`config.mk`:
```
export PLATFORM = sky130hd
export DESIGN_NAME = address_window_allocator_flat
export DESIGN_NICKNAME = d
export VERILOG_FILES = /design/src/sv/awa_pkg.sv /design/src/sv/awa_if.sv /design/src/sv/awa_table.sv /design/src/sv/awa_ctrl.sv /design/src/sv/address_window_allocator.sv /design/src/flat_wrapper.sv
export SDC_FILE = /design/constraint.sdc
export NUM_CORES = 2
export LEC_CHECK = 0
export BUFFER_PORTS_ARGS = -buffer_cell sky130_fd_sc_hd__buf_2
export CELL_PAD_IN_SITES_DETAIL_PLACEMENT = 1
export CELL_PAD_IN_SITES_GLOBAL_PLACEMENT = 1
export CORE_MARGIN = 8
export CORE_UTILIZATION = 59
export DETAILED_ROUTE_END_ITERATION = 8
export PLACE_DENSITY = 0.95
export SETUP_SLACK_MARGIN = 0.5
export SYNTH_ARGS = -nofsm -noshare
export SYNTH_HDL_FRONTEND = slang
export SYNTH_SLANG_ARGS = --single-unit
export TNS_END_PERCENT = 100
```
`constraint.sdc`:
```
create_clock -name clk -period 19.1 [get_ports clk]
set_input_delay 0.955 -clock clk [delete_from_list [all_inputs] [get_ports clk]]
set_output_delay 0.955 -clock clk [all_outputs]
set_load 0.03 [all_outputs]
```
`src/sv/awa_pkg.sv`:
```
// -----------------------------------------------------------------------------
// Address window allocator package
// Shared types, codes and a helper function for the decode window allocator.
// -----------------------------------------------------------------------------
package awa_pkg;

  // Widest window index over the supported range of window counts.
  localparam int WIN_IDX_W = 5;

  // Window that is never handed out.
  localparam logic [WIN_IDX_W-1:0] RESERVED_WINDOW = 5'd13;

  // Masks and offsets used to build the register words.
  localparam logic [31:0] HIGH_HALF_MASK   = 32'hffff0000;
  localparam logic [7:0]  HIGH_BLOCK_START = 8'h90;

  // Request codes.
  localparam logic OP_ADD    = 1'b0;
  localparam logic OP_DELETE = 1'b1;

  // Result status codes.
  typedef logic [2:0] status_t;
  localparam status_t ST_ADDED    = 3'd0;
  localparam status_t ST_OVERLAP  = 3'd1;
  localparam status_t ST_NOFREE   = 3'd2;
  localparam status_t ST_DELETED  = 3'd3;
  localparam status_t ST_NOTFOUND = 3'd4;

  // Controller states.
  typedef enum logic [1:0] {
    S_IDLE,
    S_SCAN,
    S_TAIL,
    S_DONE
  } fsm_t;

  // One command beat.
  typedef struct packed {
    logic        op;
    logic [31:0] base_address;
    logic [31:0] window_size;
    logic        remap_requested;
    logic [31:0] remap_address;
    logic [3:0]  target_id;
    logic [7:0]  attribute;
  } cmd_t;

  // One response beat.
  typedef struct packed {
    status_t              status;
    logic [WIN_IDX_W-1:0] window_index;
    logic [7:0]           register_offset;
    logic                 write_valid;
    logic [31:0]          base_word;
    logic [31:0]          control_word;
    logic                 remap_written;
    logic [31:0]          remap_low_word;
  } rsp_t;

  // Requests from the controller to the window table.
  typedef struct packed {
    logic                 rd_en;
    logic [WIN_IDX_W-1:0] rd_addr;
    logic                 wr_en;
    logic                 clr_en;
    logic [WIN_IDX_W-1:0] wr_addr;
    logic [31:0]          wr_base;
    logic [31:0]          wr_size;
  } tbl_req_t;

  // Offset of a window's register block, modulo 256.
  function automatic logic [7:0] block_offset(input logic [WIN_IDX_W-1:0] w);
    logic [WIN_IDX_W-1:0] rel;
    rel = w - 5'd8;
    if (w < 5'd8) begin
      block_offset = {w[3:0], 4'b0000};
    end else begin
      block_offset = HIGH_BLOCK_START + 8'({rel, 3'b000});
    end
  endfunction

endpackage

```
`src/sv/awa_if.sv`:
```
// -----------------------------------------------------------------------------
// Address window allocator channels
// Valid/ready channels for command beats and response beats.
// -----------------------------------------------------------------------------
interface awa_cmd_if;
  logic        valid;
  logic        ready;
  logic        op;
  logic [31:0] base_address;
  logic [31:0] window_size;
  logic        remap_requested;
  logic [31:0] remap_address;
  logic [3:0]  target_id;
  logic [7:0]  attribute;

  modport source (
    output valid, op, base_address, window_size, remap_requested, remap_address,
           target_id, attribute,
    input  ready
  );
  modport sink (
    input  valid, op, base_address, window_size, remap_requested, remap_address,
           target_id, attribute,
    output ready
  );
endinterface

interface awa_rsp_if;
  logic        valid;
  logic        ready;
  logic [2:0]  status;
  logic [4:0]  window_index;
  logic [7:0]  register_offset;
  logic        write_valid;
  logic [31:0] base_word;
  logic [31:0] control_word;
  logic        remap_written;
  logic [31:0] remap_low_word;

  modport source (
    output valid, status, window_index, register_offset, write_valid, base_word,
           control_word, remap_written, remap_low_word,
    input  ready
  );
  modport sink (
    input  valid, status, window_index, register_offset, write_valid, base_word,
           control_word, remap_written, remap_low_word,
    output ready
  );
endinterface

```
`src/sv/awa_table.sv`:
```
// -----------------------------------------------------------------------------
// Window table
// Base/size memory with a registered read plus per-window enable bits.
// -----------------------------------------------------------------------------
module awa_table #(
  parameter int NUM_WINDOWS = 20
) (
  input  logic                   clk,
  input  logic                   rst,
  input  awa_pkg::tbl_req_t      req,
  output logic [63:0]            rd_data,
  output logic [NUM_WINDOWS-1:0] enabled
);

  localparam int IDX_W = $clog2(NUM_WINDOWS);

  // Each word holds {base, size}; contents are only used for enabled windows.
  logic [63:0] mem [NUM_WINDOWS];

  // Synchronous write and registered read.
  always_ff @(posedge clk) begin
    if (req.wr_en) begin
      mem[req.wr_addr[IDX_W-1:0]] <= {req.wr_base, req.wr_size};
    end
    if (req.rd_en) begin
      rd_data <= mem[req.rd_addr[IDX_W-1:0]];
    end
  end

  // Enable bits: set when a window is added, cleared when it is deleted.
  always_ff @(posedge clk) begin
    if (rst) begin
      enabled <= '0;
    end else begin
      if (req.wr_en) begin
        enabled[req.wr_addr[IDX_W-1:0]] <= 1'b1;
      end
      if (req.clr_en) begin
        enabled[req.wr_addr[IDX_W-1:0]] <= 1'b0;
      end
    end
  end

endmodule

```
`src/sv/awa_ctrl.sv`:
```
// -----------------------------------------------------------------------------
// Allocator controller
// Scans the window table one entry per cycle, then commits and forms the result.
// -----------------------------------------------------------------------------
module awa_ctrl #(
  parameter int NUM_WINDOWS    = 20,
  parameter int NUM_REMAPPABLE = 8
) (
  input  logic                   clk,
  input  logic                   rst,
  input  logic                   cmd_valid,
  output logic                   cmd_ready,
  input  awa_pkg::cmd_t          cmd,
  input  logic                   res_free,
  output logic                   res_fire,
  output awa_pkg::rsp_t          res,
  output awa_pkg::tbl_req_t      tbl,
  input  logic [63:0]            rd_data,
  input  logic [NUM_WINDOWS-1:0] enabled
);

  localparam int IDX_W = $clog2(NUM_WINDOWS);
  localparam int CNT_W = $clog2(NUM_WINDOWS + 1);

  awa_pkg::fsm_t state, state_next;
  awa_pkg::cmd_t cur;
  logic [32:0]      hi;
  logic [CNT_W-1:0] cnt;
  logic             rd_vld;
  logic [IDX_W-1:0] rd_idx;
  logic             hit;
  logic [IDX_W-1:0] hit_idx;
  logic             free_hi_found;
  logic [IDX_W-1:0] free_hi_idx;
  logic             free_any_found;
  logic [IDX_W-1:0] free_any_idx;

  logic             accept;
  logic [IDX_W-1:0] cnt_idx;
  logic             slot_free;
  logic             slot_hi;
  logic [31:0]      ent_base;
  logic [31:0]      ent_size;
  logic [32:0]      ent_end;
  logic             ent_match;
  logic [awa_pkg::WIN_IDX_W-1:0] sel_idx;

  assign accept    = cmd_valid && cmd_ready;
  assign cmd_ready = (state == awa_pkg::S_IDLE);
  assign cnt_idx   = cnt[IDX_W-1:0];

  // Free slot test on the enable bits and the reserved window for the entry being scanned.
  assign slot_free = !enabled[cnt_idx] &&
                     (awa_pkg::WIN_IDX_W'(cnt_idx) != awa_pkg::RESERVED_WINDOW);
  assign slot_hi   = (cnt >= CNT_W'(NUM_REMAPPABLE));

  // Overlap or exact-match test on the entry read in the previous cycle.
  assign ent_base = rd_data[63:32];
  assign ent_size = rd_data[31:0];
  assign ent_end  = {1'b0, ent_base} + {1'b0, ent_size};

  always_comb begin
    if (cur.op == awa_pkg::OP_DELETE) begin
      ent_match = enabled[rd_idx] && (ent_base == cur.base_address) &&
                  (ent_size == cur.window_size);
    end else begin
      ent_match = enabled[rd_idx] && ({1'b0, cur.base_address} < ent_end) &&
                  (hi > {1'b0, ent_base});
    end
  end

  // State register and scan bookkeeping.
  always_ff @(posedge clk) begin
    if (rst) begin
      state          <= awa_pkg::S_IDLE;
      rd_vld         <= 1'b0;
      hit            <= 1'b0;
      free_hi_found  <= 1'b0;
      free_any_found <= 1'b0;
    end else begin
      state  <= state_next;
      rd_vld <= tbl.rd_en;
      if (accept) begin
        hit            <= 1'b0;
        free_hi_found  <= 1'b0;
        free_any_found <= 1'b0;
      end else begin
        if (state == awa_pkg::S_SCAN && slot_free) begin
          free_any_found <= 1'b1;
          if (slot_hi) begin
            free_hi_found <= 1'b1;
          end
        end
        if (rd_vld && ent_match) begin
          hit <= 1'b1;
        end
      end
    end
  end

  // Command capture, scan counter and first-found indexes.
  always_ff @(posedge clk) begin
    rd_idx <= cnt_idx;
    if (accept) begin
      cur <= cmd;
      hi  <= {1'b0, cmd.base_address} + {1'b0, cmd.window_size};
      cnt <= '0;
    end else begin
      if (state == awa_pkg::S_SCAN) begin
        cnt <= cnt + 1'b1;
        if (slot_free && !free_any_found) begin
          free_any_idx <= cnt_idx;
        end
        if (slot_free && slot_hi && !free_hi_found) begin
          free_hi_idx <= cnt_idx;
        end
      end
      if (rd_vld && ent_match && !hit) begin
        hit_idx <= rd_idx;
      end
    end
  end

  // Window picked for an add: a non-remappable one first unless a remap is asked.
  assign sel_idx = (!cur.remap_requested && free_hi_found) ?
                   awa_pkg::WIN_IDX_W'(free_hi_idx) : awa_pkg::WIN_IDX_W'(free_any_idx);

  // Next state, table requests and result. Table writes happen only in the
  // final state, so they never overlap the reads of the next scan.
  always_comb begin
    state_next  = state;
    tbl         = '0;
    tbl.rd_addr = awa_pkg::WIN_IDX_W'(cnt_idx);
    tbl.wr_base = cur.base_address;
    tbl.wr_size = cur.window_size;
    res         = '0;
    res_fire    = 1'b0;
    unique case (state)
      awa_pkg::S_IDLE: begin
        if (cmd_valid) begin
          state_next = awa_pkg::S_SCAN;
        end
      end
      awa_pkg::S_SCAN: begin
        tbl.rd_en = 1'b1;
        if (cnt == CNT_W'(NUM_WINDOWS - 1)) begin
          state_next = awa_pkg::S_TAIL;
        end
      end
      awa_pkg::S_TAIL: begin
        state_next = awa_pkg::S_DONE;
      end
      awa_pkg::S_DONE: begin
        if (cur.op == awa_pkg::OP_DELETE) begin
          if (hit) begin
            res.status          = awa_pkg::ST_DELETED;
            res.window_index    = awa_pkg::WIN_IDX_W'(hit_idx);
            res.register_offset = awa_pkg::block_offset(awa_pkg::WIN_IDX_W'(hit_idx));
            res.write_valid     = 1'b1;
            res.remap_written   = (awa_pkg::WIN_IDX_W'(hit_idx) <
                                   awa_pkg::WIN_IDX_W'(NUM_REMAPPABLE));
          end else begin
            res.status = awa_pkg::ST_NOTFOUND;
          end
        end else if (hit) begin
          res.status = awa_pkg::ST_OVERLAP;
        end else if (!free_any_found) begin
          res.status = awa_pkg::ST_NOFREE;
        end else begin
          res.status          = awa_pkg::ST_ADDED;
          res.window_index    = sel_idx;
          res.register_offset = awa_pkg::block_offset(sel_idx);
          res.write_valid     = 1'b1;
          res.base_word       = cur.base_address & awa_pkg::HIGH_HALF_MASK;
          res.control_word    = ((cur.window_size - 32'd1) & awa_pkg::HIGH_HALF_MASK) |
                                {16'h0000, cur.attribute, cur.target_id, 4'h1};
          if (sel_idx < awa_pkg::WIN_IDX_W'(NUM_REMAPPABLE)) begin
            res.remap_written  = 1'b1;
            res.remap_low_word = (cur.remap_requested ? cur.remap_address :
                                  cur.base_address) & awa_pkg::HIGH_HALF_MASK;
          end
        end
        if (res_free) begin
          res_fire   = 1'b1;
          state_next = awa_pkg::S_IDLE;
          tbl.wr_addr = (cur.op == awa_pkg::OP_DELETE) ?
                        awa_pkg::WIN_IDX_W'(hit_idx) : sel_idx;
          tbl.clr_en  = (cur.op == awa_pkg::OP_DELETE) && hit;
          tbl.wr_en   = (res.status == awa_pkg::ST_ADDED);
        end
      end
      default: begin
        state_next = awa_pkg::S_IDLE;
      end
    endcase
  end

  // Read data is only evaluated in the cycle after a scan read.
  a_rd_after_scan: assert property (@(posedge clk) disable iff (rst)
    rd_vld |-> $past(state) == awa_pkg::S_SCAN)
    else $error("table read data consumed without a scan read");

  // A free non-remappable slot is also a free slot.
  a_free_order: assert property (@(posedge clk) disable iff (rst)
    free_hi_found |-> free_any_found)
    else $error("free slot flags out of order");

  // An added window was disabled and is not the reserved one.
  a_add_free: assert property (@(posedge clk) disable iff (rst)
    (res_fire && res.status == awa_pkg::ST_ADDED) |->
      (!enabled[sel_idx[IDX_W-1:0]] && sel_idx != awa_pkg::RESERVED_WINDOW))
    else $error("add picked a window that is in use or reserved");

  // A deleted window was enabled and is cleared on the next cycle.
  a_del_clear: assert property (@(posedge clk) disable iff (rst)
    (res_fire && res.status == awa_pkg::ST_DELETED) |=>
      !enabled[$past(hit_idx)])
    else $error("deleted window still enabled");

endmodule

```
`src/sv/address_window_allocator.sv`:
```
// -----------------------------------------------------------------------------
// Address window allocator
// Allocates and frees bus address-decode windows and returns register words.
// -----------------------------------------------------------------------------
//
//  Channel  Role    Beat contents
//  -------  ------  -------------------------------------------------------
//  cmd      sink    op, base, size, remap request/address, target, attribute
//  rsp      source  status, window index, register offset and register words
//
//  Each command runs through accept, one table memory read per window, a step for
//  the last read's data and a commit step.
//  Reset clears the enable bits and the controller; base/size need no clearing.
//  A response waits in the output register while the next command is taken;
//  the controller holds in its commit state while that register is still full.
//
module address_window_allocator #(
  parameter int NUM_WINDOWS    = 20,
  parameter int NUM_REMAPPABLE = 8
) (
  input logic      clk,
  input logic      rst,
  awa_cmd_if.sink   cmd,
  awa_rsp_if.source rsp
);

  awa_pkg::cmd_t     cmd_beat;
  awa_pkg::rsp_t     res;
  awa_pkg::rsp_t     rsp_reg;
  awa_pkg::tbl_req_t tbl;
  logic              res_fire;
  logic              res_free;
  logic [63:0]       rd_data;
  logic [NUM_WINDOWS-1:0] enabled;

  // Gather the command beat.
  assign cmd_beat.op              = cmd.op;
  assign cmd_beat.base_address    = cmd.base_address;
  assign cmd_beat.window_size     = cmd.window_size;
  assign cmd_beat.remap_requested = cmd.remap_requested;
  assign cmd_beat.remap_address   = cmd.remap_address;
  assign cmd_beat.target_id       = cmd.target_id;
  assign cmd_beat.attribute       = cmd.attribute;

  awa_ctrl #(
    .NUM_WINDOWS    (NUM_WINDOWS),
    .NUM_REMAPPABLE (NUM_REMAPPABLE)
  ) u_ctrl (
    .clk       (clk),
    .rst       (rst),
    .cmd_valid (cmd.valid),
    .cmd_ready (cmd.ready),
    .cmd       (cmd_beat),
    .res_free  (res_free),
    .res_fire  (res_fire),
    .res       (res),
    .tbl       (tbl),
    .rd_data   (rd_data),
    .enabled   (enabled)
  );

  awa_table #(
    .NUM_WINDOWS (NUM_WINDOWS)
  ) u_table (
    .clk     (clk),
    .rst     (rst),
    .req     (tbl),
    .rd_data (rd_data),
    .enabled (enabled)
  );

  // Output register for the response beat.
  assign res_free = !rsp.valid || rsp.ready;

  always_ff @(posedge clk) begin
    if (rst) begin
      rsp.valid <= 1'b0;
    end else if (res_fire) begin
      rsp.valid <= 1'b1;
    end else if (rsp.ready) begin
      rsp.valid <= 1'b0;
    end
  end

  always_ff @(posedge clk) begin
    if (res_fire) begin
      rsp_reg <= res;
    end
  end

  assign rsp.status          = rsp_reg.status;
  assign rsp.window_index    = rsp_reg.window_index;
  assign rsp.register_offset = rsp_reg.register_offset;
  assign rsp.write_valid     = rsp_reg.write_valid;
  assign rsp.base_word       = rsp_reg.base_word;
  assign rsp.control_word    = rsp_reg.control_word;
  assign rsp.remap_written   = rsp_reg.remap_written;
  assign rsp.remap_low_word  = rsp_reg.remap_low_word;

endmodule

```
`src/flat_wrapper.sv`:
```
// flat-port wrapper written by rule: the top's interface ports become plain ports
module address_window_allocator_flat 
#(
  parameter int NUM_WINDOWS    = 20,
  parameter int NUM_REMAPPABLE = 8
)
  (clk, rst, cmd_valid, cmd_op, cmd_base_address, cmd_window_size, cmd_remap_requested, cmd_remap_address, cmd_target_id, cmd_attribute, cmd_ready, rsp_valid, rsp_status, rsp_window_index, rsp_register_offset, rsp_write_valid, rsp_base_word, rsp_control_word, rsp_remap_written, rsp_remap_low_word, rsp_ready);
  awa_cmd_if cmd_i ();
  awa_rsp_if rsp_i ();
  input logic clk;
  input logic rst;
  input wire logic [$bits(cmd_i.valid)-1:0] cmd_valid;
  input wire logic [$bits(cmd_i.op)-1:0] cmd_op;
  input wire logic [$bits(cmd_i.base_address)-1:0] cmd_base_address;
  input wire logic [$bits(cmd_i.window_size)-1:0] cmd_window_size;
  input wire logic [$bits(cmd_i.remap_requested)-1:0] cmd_remap_requested;
  input wire logic [$bits(cmd_i.remap_address)-1:0] cmd_remap_address;
  input wire logic [$bits(cmd_i.target_id)-1:0] cmd_target_id;
  input wire logic [$bits(cmd_i.attribute)-1:0] cmd_attribute;
  output wire logic [$bits(cmd_i.ready)-1:0] cmd_ready;
  output wire logic [$bits(rsp_i.valid)-1:0] rsp_valid;
  output wire logic [$bits(rsp_i.status)-1:0] rsp_status;
  output wire logic [$bits(rsp_i.window_index)-1:0] rsp_window_index;
  output wire logic [$bits(rsp_i.register_offset)-1:0] rsp_register_offset;
  output wire logic [$bits(rsp_i.write_valid)-1:0] rsp_write_valid;
  output wire logic [$bits(rsp_i.base_word)-1:0] rsp_base_word;
  output wire logic [$bits(rsp_i.control_word)-1:0] rsp_control_word;
  output wire logic [$bits(rsp_i.remap_written)-1:0] rsp_remap_written;
  output wire logic [$bits(rsp_i.remap_low_word)-1:0] rsp_remap_low_word;
  input wire logic [$bits(rsp_i.ready)-1:0] rsp_ready;
  assign cmd_i.valid = cmd_valid;
  assign cmd_i.op = cmd_op;
  assign cmd_i.base_address = cmd_base_address;
  assign cmd_i.window_size = cmd_window_size;
  assign cmd_i.remap_requested = cmd_remap_requested;
  assign cmd_i.remap_address = cmd_remap_address;
  assign cmd_i.target_id = cmd_target_id;
  assign cmd_i.attribute = cmd_attribute;
  assign cmd_ready = cmd_i.ready;
  assign rsp_valid = rsp_i.valid;
  assign rsp_status = rsp_i.status;
  assign rsp_window_index = rsp_i.window_index;
  assign rsp_register_offset = rsp_i.register_offset;
  assign rsp_write_valid = rsp_i.write_valid;
  assign rsp_base_word = rsp_i.base_word;
  assign rsp_control_word = rsp_i.control_word;
  assign rsp_remap_written = rsp_i.remap_written;
  assign rsp_remap_low_word = rsp_i.remap_low_word;
  assign rsp_i.ready = rsp_ready;
  address_window_allocator #(.NUM_WINDOWS(NUM_WINDOWS), .NUM_REMAPPABLE(NUM_REMAPPABLE)) u_core (.clk(clk), .rst(rst), .cmd(cmd_i), .rsp(rsp_i));
endmodule
```
==> flow_summary.ini <==
[status]
status = finished with violations
violations = capacitance limit, slew limit

[timing]
clock.fmax_ghz = 0.121
relSlewSlack_pct = -0.152
finalSetupTns_ps = 0
report.final.slew_viol_count = 1
fin_crit_ps = 8300
worstMarginPinSlew_ps = 1490
hold_viol = 0
grt_setup_unrepaired = no
setup_viol = 0
period_share_pct = 43.4
skew_ps = 39.0

[floorplanning]
die_y_um = 349
core-area_um2 = 110000
die_w_um = 349
std_cell_rows = 122
dieArea_um2 = 122000
ioPinCount = 230
initial_utilization_pct = 59.2

[grt]
grt_pass1_vias = 39379
antenna_found_initial = 10
grt_max_degree = 145
grt_pass1_wl_um = 295000
grt_usage_pct = 34.2
gr-total-overflow = 0

[yosys]
synth_seq_cells = 1599
synth_common_cells = edfxtp_1, mux4_2, ha_1, nor2_1, a21oi_1
ys.flop_type = edfxtp_1
yosysTopAreaCellShare_pct = 71.9
synth_area_per_cell_um2 = 20.1
synth_edf_count = 1562
synth_cell_types = 69
yosysWarningCount = 0
synthesis.instances = 3253
synth_top_area_cell = edfxtp_1
synth_async_sr_flop_share_pct = 0
yosys-top-cells-area = edfxtp_1, mux4_2, ha_1, mux2_2, dfxtp_1
synth.most_common_cell = edfxtp_1
ys_seq_area_share_pct = 73.0
syn_area_um2 = 65300

[placement]
placed_area_um2 = 68100
routabilityCongestion = 0.930
port-buffer-count = 175
dp_hpwl_um = 113000
numPlacedInstances = 4862

[setup_path]
start_kind = register
path_delay_family = compound AO/OA/AOI/OAI gates
cp_num_cells = 21
cp.arrival_ps = 8680
regToRegEndpoint = u_core.u_ctrl.hit_idx[0]
path_buf_inv = 0
end_kind = register
required_ps = 19490
critical_path.endpoint = u_core.u_ctrl.hit_idx[0]
slowest_delay_ps = 1100
timing.rr.start = u_core.u_table.rd_data[32]
crit_start = u_core.u_table.rd_data[32]
ff2ff_path_depth = 21
path_max_fanout = 5
cp_cell_sequence = ha_1, fa_1, a211oi_1, o21ai_0, nand4_1, a21oi_1, or3_1, a21oi_1, o21ai_0, nor4_1, nor3_1, ha_1, a21o_1, a211o_1, a31oi_1, a211o_1, or4b_2, o221ai_1, a211oi_1, a21oi_1, nor4_1
critPathMostFrequentCell = a21oi_1
crit_slowest_cell = nor4_1
reg2reg_slack_ps = 10800
crit_type = register to register

[detailed_routing]
drt_iter0_markers = 5719
via_per_inst = 7.36
first_pass_iters = 8
wire_per_inst_um = 40.6
drc = 0
wirelength_um = 210000
drtAntennaViolNets = 0
vias = 37992

[clock_tree]
cts.repair.resized = 0
clock-sinks = 1599
clk-insertion-delay-late_ps = 810
cts_setup_buffers = 0
postCtsHoldBufs = 0
clk_path_buf_depth = 3
path_clk_slew_ps = 70
cts_tree = built
cts_root_buffer = clkbuf_16
h-tree-depth = 4
cts_inserted_buffers = 158

[worst_hold_path]
hold_path.class = input pin to register

[finish]
area_delta_synth_final_pct = 12.3
fillers = 8951
drive_gt1_share_pct = 26.8
layout.cells.non_filler = 5165
nets = 3787
fin_area_um2 = 73300

[pwr]
peakVddDrop_uv = 120
power_density_nw_per_um2 = 144
leakagePower_nw = 24.2

[job]
cap_viol_max_count = 1
[stage by stage]
| step | utilization, % | hold slack (ps) | power [W] | worst slack [ps] |
|---|---|---|---|---|
| final | 66.5 | 343 | 0.0105 | 10800 |
| after global routing | 66.5 | 336 | 0.0107 | 11020 |
| after CTS | 66.5 | 306 | 0.0104 | 11300 |
| after detailed placement | 61.8 | 459 | 0.00712 | 11710 |
| after global placement | 61.8 | 437 | 0.00688 | 12350 |
| after floorplan | - | 357 | 0.00621 | 11790 |
[power by group]
group	total [W]	internal (W)	leakage [nW]	switching, W
Combinational	0.00276	0.00111	7.17	0.00165
Sequential	0.00459	0.00424	14.5	0.000351
Clock	0.00317	0.00177	2.52	0.00141
[layer usage]
metal,global-route usage (%),up-vias,part of all wire [%]
met5,0,-,0.018
li1,-,13899,-
met2,54.6,3710,48
met1,42.9,19473,33
met3,9.98,904,13
met4,17.3,6,6.3
[how the worst min path moves through the flow]
stage	start	end	slack [ps]	cells after the start
after floorplan	u_core.u_ctrl.cnt[2]	u_core.u_ctrl.rd_idx[2]	360	0
after global placement	u_core.u_ctrl.rd_idx[4]	u_core.u_ctrl.hit_idx[4]	440	0
after detailed placement	u_core.u_ctrl.rd_idx[4]	u_core.u_ctrl.hit_idx[4]	460	0
after CTS	cmd_attribute[6]	u_core.u_ctrl.cur[6]	310	1
after global routing	cmd_target_id[3]	u_core.u_ctrl.cur[11]	340	1
final	cmd_target_id[2]	u_core.u_ctrl.cur[10]	340	1
[kinds of logic after synthesis]
| family | Yosys count | synth area share (%) |
|---|---|---|
| other | 1 | 0.00575 |
| multiplexers | 485 | 15.1 |
| XOR/XNOR | 132 | 1.77 |
| flip-flops | 1599 | 73.0 |
| buffers and inverters | 228 | 1.55 |
| AND/OR/NAND/NOR | 361 | 2.83 |
| adder cells (fa/ha/maj) | 139 | 2.69 |
| AO/OA/AOI/OAI | 308 | 3.02 |
[layout make-up]
cell class	count	area, um2	area share [%]
diodes	10	25.0	0.0342
inverters	65	245	0.335
multi-input cells	1463	16900	23.1
well taps	1488	1860	2.54
flip-flops and latches	1599	47700	65.0
repair buffers	247	1440	1.97
clock buffers	198	4220	5.76
clock inverters	95	911	1.24
[flip-flops by register name (all words and copies together) (netlist names), 2 cells and up]
| register | flops |
|---|---|
| u_core.rsp.base_word | 16 |
| u_core.rsp.control_word | 29 |
| u_core.rsp.register_offset | 5 |
| u_core.rsp.remap_low_word | 16 |
| u_core.rsp.status | 3 |
| u_core.rsp.window_index | 5 |
| u_core.u_ctrl.cnt | 5 |
| u_core.u_ctrl.cur | 30 |
| u_core.u_ctrl.free_any_idx | 5 |
| u_core.u_ctrl.free_hi_idx | 5 |
| u_core.u_ctrl.hi | 33 |
| u_core.u_ctrl.hit_idx | 5 |
| u_core.u_ctrl.rd_idx | 5 |
| u_core.u_ctrl.state | 2 |
| u_core.u_ctrl.tbl | 64 |
| u_core.u_table.enabled | 20 |
| u_core.u_table.mem | 1280 |
| u_core.u_table.rd_data | 64 |
[worst reg2reg max path: cells and delay by family (launching register included)]
kind | cells | cell delay [ps]
compound gates | 12 | 3590
simple gates | 6 | 2690
fa+ha+maj | 3 | 1160
flops | 1 | 470
[layout by cell type (no fill, tap or decap), types with 11 or more instances in the layout]
cell type  Yosys  final
a211oi_1      17     17
a21o_1        45     45
a21oi_1       99     99
and3_1        38     38
buf_2          1    175
buf_4         38     70
bufinv_16      0     14
clkbuf_1      86     32
clkbuf_16      0    161
clkinv_1       0     27
clkinv_2       0     36
conb_1         1     38
dfxtp_1       37     32
edfxtp_1    1562   1562
ha_1         137    136
inv_1         65     64
mux2_2        66     66
mux2i_1       25     25
mux4_2       394    394
nand2_1       63     63
nand2b_1      13     13
nand3_1       20     20
nand4_1       27     27
nor2_1       110     90
nor2_4         0     20
nor2b_1       11     11
nor3_1        15     14
nor4_1        21     21
o21a_1        29     29
o21ai_0       50     50
xnor2_1       72     72
xor2_1        60     60
(Power assumes the default switching activity.)
